$ cat config.mk
export PLATFORM = sky130hd
export DESIGN_NAME = bsc_div
export DESIGN_NICKNAME = d
export VERILOG_FILES = /design/src/sv/bsc_pkg.sv /design/src/sv/bsc_div.sv
export SDC_FILE = /design/constraint.sdc
export NUM_CORES = 2
export LEC_CHECK = 0
export BUFFER_PORTS_ARGS = -buffer_cell sky130_fd_sc_hd__buf_2
export CAP_MARGIN = 40
export CORE_AREA = 2 2 533 535
export CTS_CLUSTER_DIAMETER = 80
export DETAILED_ROUTE_END_ITERATION = 16
export DIE_AREA = 0 0 535 537
export GPL_ROUTABILITY_DRIVEN = 1
export PLACE_DENSITY = 0.72
export SLEW_MARGIN = 25
export SYNTH_ARGS = -nofsm -noshare
export SYNTH_HDL_FRONTEND = slang
export SYNTH_SLANG_ARGS = --single-unit
$ cat constraint.sdc
create_clock -name clock -period 5.2 [get_ports clock]
set_input_delay 1.04 -clock clock [delete_from_list [all_inputs] [get_ports clock]]
set_output_delay 1.04 -clock clock [all_outputs]
set_load 0.02 [all_outputs]
$ cat src/sv/bsc_pkg.sv
// shared constants, types and constant functions of the beta suitability curve
package bsc_pkg;

   // default fraction bits of the suitability output
   localparam int FRAC_BITS_DEF = 15;
   // fraction bits of log2 values and of the exponent
   localparam int LOG_FRAC = 20;
   // fraction bits of normalized mantissas (Q1.30)
   localparam int MANT_BITS = 30;
   // width of a log2 value: 4 integer bits over LOG_FRAC fraction bits
   localparam int LOG_W = 4 + LOG_FRAC;
   // pipeline depth of one log2 unit
   localparam int LOG_LAT = LOG_FRAC + 1;

   // how a result is formed
   typedef enum logic [1:0] {
      PATH_ZERO,
      PATH_ERR,
      PATH_LINEAR,
      PATH_POWER
   } path_type;

   // data that rides alongside the log2 units
   typedef struct packed {
      path_type    path;
      logic [15:0] span_a;
      logic [15:0] span_b;
      logic [15:0] num1;
   } log_side_type;

   // data that rides alongside the divider
   typedef struct packed {
      path_type           path;
      logic signed [24:0] l1;
      logic               neg;
   } div_side_type;

   // data that rides alongside the exp2 product chain
   typedef struct packed {
      path_type             path;
      logic                 zero;
      logic [5:0]           shift;
      logic [LOG_FRAC-1:0]  frac;
      logic [15:0]          lin;
   } exp_side_type;

   // integer square root of a 64-bit value, used at elaboration only
   function automatic logic [63:0] isqrt64(input logic [63:0] v);
      logic [63:0] rem;
      logic [63:0] res;
      logic [63:0] bitv;
      rem  = v;
      res  = '0;
      bitv = 64'd1 << 62;
      for (int i = 0; i < 32; i++) begin
         if (bitv > v) bitv = bitv >> 2;
      end
      for (int i = 0; i < 32; i++) begin
         if (bitv != 0) begin
            if (rem >= res + bitv) begin
               rem = rem - (res + bitv);
               res = (res >> 1) + bitv;
            end else begin
               res = res >> 1;
            end
            bitv = bitv >> 2;
         end
      end
      return res;
   endfunction

   // 2^(2^-idx) in Q1.30 by repeated square roots
   function automatic logic [30:0] exp_root(input int idx);
      logic [63:0] r;
      r = 64'd2 << MANT_BITS;
      for (int j = 1; j <= LOG_FRAC; j++) begin
         if (j <= idx) r = isqrt64(r << MANT_BITS);
      end
      return r[30:0];
   endfunction

endpackage

$ cat src/sv/bsc_div.sv
// pipelined restoring divider: one quotient bit per stage, 16-bit divisor
module bsc_div import bsc_pkg::*; #(
   parameter int W = 41
) (
   input  logic         clock,
   input  logic         en,
   input  logic [W-1:0] num,
   input  logic [15:0]  den,
   output logic [W-1:0] quo
);

   logic [15:0]  rem_ff [W];
   logic [W-1:0] nq_ff  [W];
   logic [15:0]  den_ff [W];

   for (genvar j = 0; j < W; j++) begin : g_step
      logic [15:0]  rem_p;
      logic [W-1:0] nq_p;
      logic [15:0]  den_p;
      logic [16:0]  trial;
      logic         take;
      logic [15:0]  rem_in;
      if (j == 0) begin : g_first
         assign rem_p = '0;
         assign nq_p  = num;
         assign den_p = den;
      end else begin : g_next
         assign rem_p = rem_ff[j-1];
         assign nq_p  = nq_ff[j-1];
         assign den_p = den_ff[j-1];
      end
      // trial subtract of the divisor
      assign trial  = {rem_p, nq_p[W-1]};
      assign take   = trial >= {1'b0, den_p};
      assign rem_in = take ? 16'(trial - {1'b0, den_p}) : trial[15:0];
      always_ff @(posedge clock) begin
         if (en) begin
            rem_ff[j] <= rem_in;
            nq_ff[j]  <= {nq_p[W-2:0], take};
            den_ff[j] <= den_p;
         end
      end
   end

   assign quo = nq_ff[W-1];

endmodule
---- Yosys cells after proc, flatten, opt, wreduce, memory -nomap -nowiden ----
Memory sizes are Yosys's and may differ from the RTL's.
Cells that the tools add are included.
storage, ports and cells
  memory bits (writable) .................. 2993
  logic and storage cells ................. 128
  memories ................................ 3
  input port bits ......................... 59
  bits in registers ....................... 0
  output and inout port bits .............. 41
cells by class
  $add $sub $neg .......................... 41
  mux-type cells .......................... 43
  magnitude comparators ................... 41
memory list
  name    words  width  read ports  clocked after memory_dff  wr ports  RTL line       source
  nq_ff   41     41     41          0                         41        bsc_div.sv:13  logic [W-1:0] nq_ff [W];
  den_ff  41     16     40          0                         41        bsc_div.sv:14  logic [15:0] den_ff [W];
  rem_ff  41     16     40          0                         41        bsc_div.sv:12  logic [15:0] rem_ff [W];
operator list
  kind              number
  $ge A17 B16 Y1    40
  $mux W16          41
  $sub A16 B16 Y16  40
  $ge A1 B16 Y1     1
  $sub A1 B16 Y16   1
  $mux W1           2

---- Logic depth before layout (Yosys ltp) ----
An unclocked memory read counts as a cell.
  depth after elaboration ................. 3
  mapped depth ............................ 13
  gate-level depth less buffers ........... 12

---- Worst setup path before layout ----
Ideal clock, no wire load.
  path type ............................... reg-to-reg
  from .................................... memory den_ff[32][1], in the netlist den_ff[4][1]
  to ...................................... memory rem_ff[33][8], in the netlist rem_ff[4][24] (data pin)
  stages on the path, launching flop included .. 13
  path slack .............................. 2.049 ns
  period minus slack after synthesis ...... 3.151 ns
  library setup time ...................... 0.262 ns
  required time ........................... 4.938 ns
  arrival time ............................ 2.889 ns
  buffers on the path ..................... 1
  cell sequence ........................... edfxtp_1 inv_1 ha_1 nor2b_1 o2111ai_1 and3_1 o31ai_2 a221o_1 o211ai_1 nand2_1 a211oi_4 buf_6 mux2_1
RTL lines
  element      RTL line
  from (decl)  bsc_div.sv:14
  to (decl)    bsc_div.sv:12

==> reports/results.tsv <==
stage	metric	value	unit
layout	area of the multi-input gates	33770	um^2
worst_setup_path	Crit path max-delay family	compound AO/OA/AOI/OAI gates	
sta	Max Fclk	262.6	MHz
clock_tree	Sink Count	2961	
worst_setup_path	Max stage delay on crit path	540	ps
clock_tree	CTS tree	done	
floorplan	die width	535	um
yosys	Syn Inst Count	8317	
worst_setup_path	R2R Setup Slk	1390	ps
clock_tree	CTS resizes	0	
worst_setup_path	Buffers & Inverters on Critical Path	2	
yosys	Seq cells post-synth	2961	
grt	total gr overflow	0	
yosys	Yosys cell types	94	
layout	area grow syn2layout	12.57	%
grt	Global Route Usage Sum	0.1494	
min_path	worst min path class	input pin to flip-flop	
worst_setup_path	number of cells on the worst reg-to-reg path	12	
place	Inst Count DP	12170	
worst_setup_path	CP max-delay cell	a41oi_1	
power	Int Pwr	0.05648	W
power	leakage	53.88	nW
floorplan	Core Region	281300	um^2
routing	Remaining DRCs	0	
sta	Worst-Margin Slew	1001	ps
power	total power	0.08178	W
sta	Setup violations, final	0	
routing	Iter 0 DRT Violations	4615	
floorplan	Site Rows	195	
grt	largest net degree at the start of global routing	150	
worst_setup_path	WP data arrival	4440	ps
yosys	Seq/Total Area, Yosys	0.7048	
layout	commonest non-fill, non-tap cell in the layout	edfxtp_1	
power	sequential share of power	0.419	
yosys	warnings from Yosys	0	
floorplan	die area	287300	um^2
sta	Final period util	0.7322	
power	NetSw	0.02530	W
power	Clock power frac	0.261	
yosys	Post-synth ARST share	0	
worst_setup_path	CP Class	flip-flop to flip-flop	
layout	fill count	23060	
layout	non-filler instance count after layout	12750	
power	Max rail drop VDD	0.3060	mV
place	input/output buffers	99	
sta	final hold violations	0	
sta	Tmin final	3808	ps
layout	ratio of cells with drive above 1 in the final layout	0.1147	
worst_setup_path	Worst setup EP type	flip-flop	
routing	DR WL/cell	17.12	um
yosys	synthesized net count	9057	
routing	ANT nets after route	0	
floorplan	I/O Pins	100	
floorplan	Die Y	537	um
sta	TNS Setup	0	ps
job	max_cap viols	0	
sta	Slew Viols, Final	0	
clock_tree	CTS buffer count	317	
worst_setup_path	Worst setup SP type	flip-flop	
power	Switching Share	0.3094	
sta	Clock Skew	47.44	ps
layout	register area	88920	um^2
routing	DR vias/cell	5.212	
grt	initial antenna violation count	2	
grt	first-pass GRT wire length	351.3	mm
power	Comb pwr share	0.319	
routing	via count	66430	
clock_tree	Max clock buf depth	4	
min_path	Hold Path Depth	1	
worst_setup_path	CP dominant cell by count	o21ai_0	
clock_tree	post-CTS setup buffers	0	
place	HPWL after DPL	146.9	mm
worst_setup_path	Crit. path cell count	12	
place	Final Wtd Congestion	0.8772	
yosys	ys flop type	edfxtp_1	
clock_tree	root buf cell	clkbuf_16	
worst_setup_path	CP cell instances	inv_1 > ha_1 > nor2b_1 > o21ai_0 > a21oi_1 > o21ai_0 > o211ai_1 > a41oi_1 > o21ai_1 > a211oi_2 > buf_4 > mux2_2	
clock_tree	CTS clock-pin slew for the worst setup and hold paths	60	ps
clock_tree	# hold bufs at CTS	0	
yosys	number of enable flip-flop cells after synthesis	2961	
sta	Max-slew headroom	0.3330	
clock_tree	insertion delay to the later sink of the worst-skew pair	920	ps
clock_tree	H-tree depth	5	
worst_setup_path	crit-path max FO	17	
routing	Detailed Route WL	218.1	mm
sta	RSZ-0062 raised after global routing	false	
yosys	Post-Syn Area	126200	um^2
worst_setup_path	Worst Path Required	5830	ps
routing	iteration count of the initial detailed-routing pass	5	
layout	Total Nets Final	9490	
outcome	status	finished clean	
floorplan	initial core utilization	0.4485	
layout	most frequent cells in the layout	edfxtp_1 (2961), inv_1 (820), ha_1 (642)	
grt	vias in the first global route	66890	
yosys	syn_area_per_cell	15.17	um^2
power	PD cells	575.8	nW/um^2
==> cell usage after synthesis, drive strengths merged, types with 18 or more instances <==
cell type | instances | area (um^2)
edfxtp | 2961 | 88920
a21oi | 427 | 2141
o211ai | 27 | 207.7
o41ai | 23 | 224.0
nand4 | 78 | 488.0
o21ai | 376 | 1886
o31a | 39 | 341.6
o21bai | 31 | 232.7
mux2 | 329 | 3862
a31o | 22 | 192.7
o31ai | 36 | 275.3
nand2 | 375 | 1425
nand2b | 65 | 406.6
a31oi | 42 | 314.0
a211oi | 40 | 317.8
inv | 820 | 3078
nor3 | 112 | 633.1
clkbuf | 53 | 198.9
a21boi | 43 | 322.8
or3 | 38 | 267.8
nor2b | 104 | 650.6
a21o | 155 | 1164
buf | 32 | 247.7
o311ai | 18 | 165.2
xor2 | 158 | 1384
fa | 39 | 780.8
xnor2 | 300 | 2628
and3 | 42 | 262.8
mux2i | 52 | 520.5
o21a | 94 | 705.7
ha | 642 | 8033
nand3 | 89 | 445.4
nor2 | 438 | 1644
nor4 | 44 | 281.5
a211o | 29 | 254.0
==> worst paths after layout <==
path,startpoint,to
min reg2reg,nq_ff[0][410]$_DFFE_PP_,nq_ff[0][452]$_DFFE_PP_
max reg2reg,den_ff[2][49]$_DFFE_PP_,rem_ff[2][72]$_DFFE_PP_
max,den_ff[2][49]$_DFFE_PP_,rem_ff[2][72]$_DFFE_PP_
min,num[39],nq_ff[0][40]$_DFFE_PP_
==> power groups by stage <==
| stage | Sequential (W) | Combinational (W) | Clock, W |
|---|---|---|---|
| 6_report | 0.0343 | 0.0261 | 0.0214 |
| 5_1_grt | 0.0347 | 0.0290 | 0.0230 |
| 4_1_cts | 0.0343 | 0.0259 | 0.0221 |
| 3_5_place_dp | 0.0347 | 0.0257 | 0 |
| 3_3_place_gp | 0.0347 | 0.0247 | 0 |
| 2_1_floorplan | 0.0337 | 0.0203 | 0 |
==> final cells by class <==
class                   instances  area share
clock inverters               185     0.01122
diodes                          3  0.00005286
repair buffers                199     0.01171
well taps                    3743     0.03298
clock buffers                 383     0.05850
inverters                     820     0.02167
flip-flops and latches       2961      0.6261
multi-input cells            4451      0.2378
==> metrics by stage <==
stage	hold WS [ps]	cell area, um^2	setup slack [ps]	util
after detailed placement	404.5	132100	1300	0.4694
after floorplan	400.3	126200	2049	-
final	292.7	142000	1392	0.5048
after CTS	212.9	142000	1284	0.5046
after global routing	241.1	142000	1206	0.5048
after global placement	400.2	131900	1313	0.4689
==> flip-flops by register name, indices dropped and copies added (netlist names) <==
signal	count
den_ff	640
rem_ff	640
nq_ff	1681
==> metal layers <==
layer	wire (um)	GRT usage	vias to the layer above
met4	7105	0.05462	0
li1	-	-	32040
met5	0	0	-
met2	107700	0.2579	1449
met1	93980	0.1915	32460
met3	9378	0.02169	479
==> cells by family (layout without fill, tap and decap cells) <==
family | Yosys count | in the layout | share of synthesized area
compound gates | 1487 | 1487 | 0.07587
buf+inv | 905 | 1587 | 0.02794
xor+xnor | 458 | 458 | 0.03179
fa+ha+maj | 681 | 681 | 0.06986
mux | 381 | 381 | 0.03474
simple gates | 1444 | 1444 | 0.05504
other cells | 0 | 3 | 0
flops | 2961 | 2961 | 0.7048
==> worst reg2reg max path, stage by stage (launching register included) <==
cell,delay (ps)
edfxtp_1,450
inv_1,70
ha_1,300
nor2b_1,140
o21ai_0,220
a21oi_1,160
o21ai_0,240
o211ai_1,320
a41oi_1,540
o21ai_1,190
a211oi_2,240
buf_4,300
mux2_2,410
Note: power is estimated with default switching activity, not from simulation.
